--- src/cdq_pkg.sv ---
// types and constants shared by the circular deque modules
`default_nettype none

package cdq_pkg;

  localparam int unsigned DataW = 32;

  // operation codes
  localparam logic [1:0] OP_PUSH_REAR  = 2'd0;
  localparam logic [1:0] OP_PUSH_FRONT = 2'd1;
  localparam logic [1:0] OP_POP_FRONT  = 2'd2;
  localparam logic [1:0] OP_POP_REAR   = 2'd3;

  // status codes
  localparam logic [1:0] ST_OK        = 2'd0;
  localparam logic [1:0] ST_OVERFLOW  = 2'd1;
  localparam logic [1:0] ST_UNDERFLOW = 2'd2;

  typedef struct packed {
    logic [1:0]              op;
    logic signed [DataW-1:0] push_value;
  } cdq_in_t;

  typedef struct packed {
    logic signed [DataW-1:0] pop_value;
    logic [1:0]              status;
  } cdq_out_t;

  // registered response info from the controller
  typedef struct packed {
    logic       done;
    logic       pop_ok;
    logic [1:0] status;
  } cdq_resp_t;

endpackage

`default_nettype wire

--- src/cdq_ram.sv ---
// slot storage: one write port, one read port with registered read data
`default_nettype none

module cdq_ram
  import cdq_pkg::*;
#(
  parameter int unsigned DEPTH = 4,
  parameter int unsigned AW    = 2
) (
  input  wire logic                    clk_i,
  input  wire logic                    wr_en_i,
  input  wire logic [AW-1:0]           wr_addr_i,
  input  wire logic signed [DataW-1:0] wr_data_i,
  input  wire logic                    rd_en_i,
  input  wire logic [AW-1:0]           rd_addr_i,
  output logic signed [DataW-1:0]      rd_data_o
);

  logic signed [DataW-1:0] mem_q [DEPTH];

  always_ff @(posedge clk_i) begin
    if (wr_en_i) begin
      mem_q[wr_addr_i] <= wr_data_i;
    end
  end

  always_ff @(posedge clk_i) begin
    if (rd_en_i) begin
      rd_data_o <= mem_q[rd_addr_i];
    end
  end

endmodule

`default_nettype wire

--- src/cdq_ctrl.sv ---
// head, tail and occupancy tracking, memory access generation, status
`default_nettype none

module cdq_ctrl
  import cdq_pkg::*;
#(
  parameter int unsigned DEPTH = 4,
  parameter int unsigned AW    = 2,
  parameter int unsigned CW    = 3
) (
  input  wire logic    clk_i,
  input  wire logic    rst_ni,
  input  wire logic    accept_i,
  input  wire logic [1:0] op_i,
  output logic         wr_en_o,
  output logic [AW-1:0] wr_addr_o,
  output logic         rd_en_o,
  output logic [AW-1:0] rd_addr_o,
  output cdq_resp_t    resp_o
);

  localparam logic [AW-1:0] LastIdx = AW'(DEPTH - 1);
  localparam logic [CW-1:0] Full    = CW'(DEPTH);

  logic [AW-1:0] head_q, head_d, tail_q, tail_d;
  logic [CW-1:0] count_q, count_d;
  cdq_resp_t     resp_q, resp_d;

  logic [AW-1:0] head_up, head_dn, tail_up, tail_dn;
  logic          is_full, is_empty;

  assign head_up  = (head_q == LastIdx) ? '0 : head_q + AW'(1);
  assign head_dn  = (head_q == '0) ? LastIdx : head_q - AW'(1);
  assign tail_up  = (tail_q == LastIdx) ? '0 : tail_q + AW'(1);
  assign tail_dn  = (tail_q == '0) ? LastIdx : tail_q - AW'(1);
  assign is_full  = (count_q == Full);
  assign is_empty = (count_q == '0);

  always_comb begin
    head_d         = head_q;
    tail_d         = tail_q;
    count_d        = count_q;
    wr_en_o        = 1'b0;
    wr_addr_o      = tail_q;
    rd_en_o        = 1'b0;
    rd_addr_o      = head_q;
    resp_d.done    = accept_i;
    resp_d.pop_ok  = 1'b0;
    resp_d.status  = ST_OK;
    if (accept_i) begin
      case (op_i)
        OP_PUSH_REAR: begin
          if (is_full) begin
            resp_d.status = ST_OVERFLOW;
          end else begin
            wr_en_o   = 1'b1;
            wr_addr_o = tail_q;
            tail_d    = tail_up;
            count_d   = count_q + CW'(1);
          end
        end
        OP_PUSH_FRONT: begin
          if (is_full) begin
            resp_d.status = ST_OVERFLOW;
          end else begin
            wr_en_o   = 1'b1;
            wr_addr_o = head_dn;
            head_d    = head_dn;
            count_d   = count_q + CW'(1);
          end
        end
        OP_POP_FRONT: begin
          if (is_empty) begin
            resp_d.status = ST_UNDERFLOW;
          end else begin
            rd_en_o       = 1'b1;
            rd_addr_o     = head_q;
            head_d        = head_up;
            count_d       = count_q - CW'(1);
            resp_d.pop_ok = 1'b1;
          end
        end
        OP_POP_REAR: begin
          if (is_empty) begin
            resp_d.status = ST_UNDERFLOW;
          end else begin
            rd_en_o       = 1'b1;
            rd_addr_o     = tail_dn;
            tail_d        = tail_dn;
            count_d       = count_q - CW'(1);
            resp_d.pop_ok = 1'b1;
          end
        end
        default: begin
          resp_d.status = ST_OK;
        end
      endcase
    end
  end

  always_ff @(posedge clk_i or negedge rst_ni) begin
    if (!rst_ni) begin
      head_q  <= '0;
      tail_q  <= '0;
      count_q <= '0;
      resp_q  <= '0;
    end else begin
      head_q  <= head_d;
      tail_q  <= tail_d;
      count_q <= count_d;
      resp_q  <= resp_d;
    end
  end

  assign resp_o = resp_q;

endmodule

`default_nettype wire

--- src/circular_deque_top.sv ---
// circular double-ended queue: result strobed on done_o the cycle after start
// throughput one word per cycle; busy_o stays low, pointers update at accept and the slot
// memory is read at the same edge, so a following word always sees the previous write
// the receiver cannot stall, so every result shows for exactly one cycle
// reset clears head, tail, occupancy and the result strobe; slot contents are left as is
`default_nettype none

module circular_deque_top
  import cdq_pkg::*;
#(
  parameter int unsigned DEPTH = 4
) (
  input  wire logic    clk_i,
  input  wire logic    rst_ni,
  input  wire logic    start_i,
  input  wire cdq_in_t cmd_i,
  output logic         busy_o,
  output logic         done_o,
  output cdq_out_t     result_o
);

  localparam int unsigned AW = (DEPTH > 1) ? $clog2(DEPTH) : 1;
  localparam int unsigned CW = $clog2(DEPTH + 1);

  logic                    accept;
  logic                    wr_en, rd_en;
  logic [AW-1:0]           wr_addr, rd_addr;
  logic signed [DataW-1:0] rd_data;
  cdq_resp_t               resp;

  assign busy_o = 1'b0;
  assign accept = start_i && !busy_o;

  cdq_ctrl #(
    .DEPTH(DEPTH),
    .AW   (AW),
    .CW   (CW)
  ) u_ctrl (
    .clk_i    (clk_i),
    .rst_ni   (rst_ni),
    .accept_i (accept),
    .op_i     (cmd_i.op),
    .wr_en_o  (wr_en),
    .wr_addr_o(wr_addr),
    .rd_en_o  (rd_en),
    .rd_addr_o(rd_addr),
    .resp_o   (resp)
  );

  cdq_ram #(
    .DEPTH(DEPTH),
    .AW   (AW)
  ) u_ram (
    .clk_i    (clk_i),
    .wr_en_i  (wr_en),
    .wr_addr_i(wr_addr),
    .wr_data_i(cmd_i.push_value),
    .rd_en_i  (rd_en),
    .rd_addr_i(rd_addr),
    .rd_data_o(rd_data)
  );

  assign done_o             = resp.done;
  assign result_o.pop_value = resp.pop_ok ? rd_data : '0;
  assign result_o.status    = resp.status;

  a_done_follows_start : assert property (@(posedge clk_i) disable iff (!rst_ni)
    accept |=> done_o)
    else $error("missing result after accepted word");

  a_no_spurious_done : assert property (@(posedge clk_i) disable iff (!rst_ni)
    !accept |=> !done_o)
    else $error("result without accepted word");

  a_push_gives_zero : assert property (@(posedge clk_i) disable iff (!rst_ni)
    accept && (cmd_i.op == OP_PUSH_REAR || cmd_i.op == OP_PUSH_FRONT)
    |=> result_o.pop_value == '0 && result_o.status != ST_UNDERFLOW)
    else $error("push result carries data or underflow");

endmodule

`default_nettype wire
--- config.mk ---
export PLATFORM = sky130hd
export DESIGN_NAME = circular_deque_top
export DESIGN_NICKNAME = d
export VERILOG_FILES = /design/src/cdq_pkg.sv /design/src/cdq_ram.sv /design/src/cdq_ctrl.sv /design/src/circular_deque_top.sv
export SDC_FILE = /design/constraint.sdc
export NUM_CORES = 1
export LEC_CHECK = 0
export CORE_MARGIN = 5
export CORE_UTILIZATION = 45
export DETAILED_ROUTE_END_ITERATION = 7
export DONT_BUFFER_PORTS = 1
export GPL_ROUTABILITY_DRIVEN = 0
export SYNTH_ARGS = -nofsm -noshare
export SYNTH_HDL_FRONTEND = slang
export SYNTH_SLANG_ARGS = --single-unit
--- constraint.sdc ---
create_clock -name clk_i -period 9.1 [get_ports clk_i]
set_input_delay 0.455 -clock clk_i [delete_from_list [all_inputs] [get_ports clk_i]]
set_output_delay 0.455 -clock clk_i [all_outputs]
set_load 0.005 [all_outputs]
==> load_flow_metrics.sql <==
INSERT INTO impl_metrics (metric_group, metric, value, unit) VALUES
('setup_path', 'path_max_fanout', '64', ''),
('synth', 'mappedNetlistArea', '6900', 'µm²'),
('timing', 'tightest_slew', '1120', 'ps'),
('placement', 'cell_total_after_placement', '562', ''),
('floorplanning', 'core_area', '15100', 'µm²'),
('synth', 'number_of_nets_in_the_synthesized_netlist', '433', ''),
('setup_path', 'critical_path.endpoint', 'u_ram.rd_data_o[6]$_DFFE_PP_', ''),
('synth', 'synth_top_cells_by_area', 'edfxtp_1 70%, mux2i_1 15%, dfrtp_1 4.0%', ''),
('routing', 'ant_nets', '0', ''),
('synth', 'postSynthRegisterBits', '171', ''),
('floorplanning', 'io_pins', '73', ''),
('timing', 'setup_repair_after_global_routing_missed_its_margin', 'false', ''),
('pwr', 'total_leakage_power', '2.68', 'nW'),
('clocking', 'cts_buffers', '17', ''),
('synth', 'synth_top_area_share', '69.6', '%'),
('floorplanning', 'floorplan.initialDensity', '45.6', '%'),
('setup_path', 'crit_path_end_kind', 'flip-flop', ''),
('setup_path', 'worst_reg2reg_setup_slack', '6290', 'ps'),
('status', 'run_status', 'finished, final reports clean', ''),
('setup_path', 'path_class', 'reg2reg', ''),
('synth', 'synth.avg_cell_area', '17.8', 'µm²'),
('placement', 'placement.io_buffers', '0', ''),
('clocking', 'clock_tree.buffer_depth', '2', ''),
('setup_path', 'r2r-start', 'u_ctrl.count_q[0]$_DFFE_PN0P_', ''),
('global_route', 'groute.usage.overall', '13.9', '%'),
('floorplanning', 'die_area', '17900', 'µm²'),
('synth', 'synthCells', '387', ''),
('setup_path', 'cp_num_cells', '5', ''),
('setup_path', 'r2r_cells', '5', ''),
('placement', 'post-dp-hpwl', '6680', 'µm'),
('setup_path', 'startpoint_class_of_the_critical_path', 'flip-flop', ''),
('timing', 'finalHoldViolCount', '0', ''),
('timing', 'totalNegativeSetupSlack', '0', 'ps'),
('timing', 'finalCriticalPeriod', '2810', 'ps'),
('hold_path', 'min_delay_path_class', 'in2reg', ''),
('layout', 'multi_input_area', '1710', 'µm²'),
('synth', 'seq_area_frac_synth', '73.6', '%'),
('synth', 'synth_edf_count', '160', ''),
('setup_path', 'crit_slowest_cell', 'buf_4', ''),
('setup_path', 'crit_path_frequent_cell', 'mux2i_1', ''),
('clocking', 'cts.root.buffer_cell', 'clkbuf_16', ''),
('global_route', 'grt-ovfl-total', '0', ''),
('global_route', 'number_of_antenna_violations_at_the_first_check_in_global_routing', '0', ''),
('synth', 'yosys_warnings', '0', ''),
('setup_path', 'critPathBufInv', '1', ''),
('global_route', 'number_of_global_route_vias_before_repair', '3268', ''),
('layout', 'layout.filler_cells', '1208', ''),
('pwr', 'vdd_ir_drop_max', '0.000160', 'V'),
('routing', 'detail_route.wl_per_cell', '19.8', 'µm'),
('floorplanning', 'placement_rows', '45', ''),
('setup_path', 'critical_path.reg2reg.endpoint', 'u_ram.rd_data_o[6]$_DFFE_PP_', ''),
('pwr', 'power.total', '0.00227', 'W'),
('timing', 'final_number_of_max_transition_violations', '0', ''),
('setup_path', 'critical_path_required', '9240', 'ps'),
('clocking', 'tritoncts_num_sinks', '171', ''),
('setup_path', 'crit_arrival', '2940', 'ps'),
('layout', 'share_of_post_route_cells_with_drive_strength_above_1', '10.1', '%'),
('clocking', 'cts_tree', 'done', ''),
('routing', 'post_drt_via_cell_ratio', '5.15', ''),
('synth', 'ys_types', '35', ''),
('clocking', 'worst_setup_hold_path_clk_slew', '60', 'ps'),
('layout', 'antenna-diode-count', '0', ''),
('setup_path', 'timing.critical_path.from', 'u_ctrl.count_q[0]$_DFFE_PN0P_', ''),
('layout', 'finalNetCount', '440', ''),
('layout', 'final-seq-area', '5080', 'µm²'),
('routing', 'drcViolationCount', '0', ''),
('floorplanning', 'chipWidth', '134', 'µm'),
('routing', 'detailedRoute.firstPassIterationCount', '4', ''),
('setup_path', 'critical-path-max-stage-delay', '840', 'ps'),
('timing', 'achievable-frequency', '356', 'MHz'),
('clocking', 'clk-insertion-delay-late', '410', 'ps');
kinds of logic after synthesis:
logic type	Yosys count	synth area share [%]
fa+ha+maj	9	1.74
xor+xnor	5	0.635
buf+inv	26	2.50
other cells	1	0.0543
flops	171	73.6
simple gates	55	4.37
compound gates	16	1.98
mux	104	15.1
worst min-delay path by stage:
stage	from	to	slack, ps	cells after the start
after floorplan	rst_ni	u_ctrl.count_q[0]$_DFFE_PN0P_	160	0
final	start_i	u_ctrl.resp_o[3]$_DFF_PN0_	70	0
after global placement	rst_ni	u_ctrl.count_q[1]$_DFFE_PN0P_	160	0
after detailed placement	rst_ni	u_ctrl.count_q[1]$_DFFE_PN0P_	160	0
after CTS	start_i	u_ctrl.resp_o[3]$_DFF_PN0_	50	0
after global routing	start_i	u_ctrl.resp_o[3]$_DFF_PN0_	40	0
flip-flops by register name, summed over array words and instances (netlist names):
register and count:
u_ctrl.count_q 3, u_ram.rd_data_o 32, u_ctrl.resp_o 4, u_ctrl.head_q 2
u_ctrl.tail_q 2, u_ram.mem_q 128
report_power, final:
group          internal [W]  total (W)  switching [W]
sequential          0.00100    0.00106      0.0000541
clock              0.000401   0.000682       0.000282
combinational      0.000229   0.000527       0.000298
cell usage after synthesis (2+ instances only):
| library cell | n |
|---|---|
| edfxtp_1 | 160 |
| and2_1 | 33 |
| xor2_1 | 2 |
| mux2_2 | 2 |
| mux2i_1 | 101 |
| inv_1 | 9 |
| nor3_1 | 2 |
| a21oi_1 | 4 |
| clkbuf_1 | 3 |
| o311ai_1 | 2 |
| xnor2_1 | 3 |
| o21ai_0 | 2 |
| buf_6 | 7 |
| ha_1 | 8 |
| clkbuf_4 | 2 |
| nand2_1 | 9 |
| buf_4 | 4 |
| nor2_1 | 7 |
| dfrtp_1 | 11 |
layout make-up:
cell class,count,share of cell area (%)
multi-input combinational,190,22.4
clock inverter,13,1.63
sequential,171,66.4
clock buffer,19,5.65
inverter,10,0.490
tap,188,3.07
timing repair buffer,4,0.425
cell usage in the layout (no fill, tap or decap), types with 3 or more instances in the layout:
cell type,instances
edfxtp_1,160
buf_4,3
nor2_4,4
nand2_1,9
clkinvlp_4,3
dfrtp_1,11
and2_1,33
clkbuf_16,17
nor2_1,3
a21oi_1,3
xnor2_1,3
clkinv_1,4
ha_1,8
mux2i_1,100
inv_1,9
per-layer routing:
layer | wire length, µm | vias to the layer above | part of all wire, % | global-route usage [%]
met5 | 0 | - | 0 | 0
met4 | 93 | 0 | 0.79 | 4.11
met3 | 775 | 5 | 6.6 | 6.71
met2 | 6010 | 63 | 51 | 23.4
met1 | 4890 | 1525 | 42 | 15.6
li1 | - | 1471 | - | -
timing repair:
action | in CTS | in global routing
gates resized for setup | 0 | 0
endpoints found under the hold margin | 11 | 0
hold buffers | 1 | 0
per-stage QoR:
step                      setup WS [ps]  area [µm²]  hold WS (ps)
after floorplan                    5980        6900           159
after global placement             6330        7090           160
after detailed placement           6280        7090           160
after CTS                          6270        7660          46.2
after global routing               6170        7660          36.2
final                              6290        7660          72.3
(Power assumes the default switching activity.)
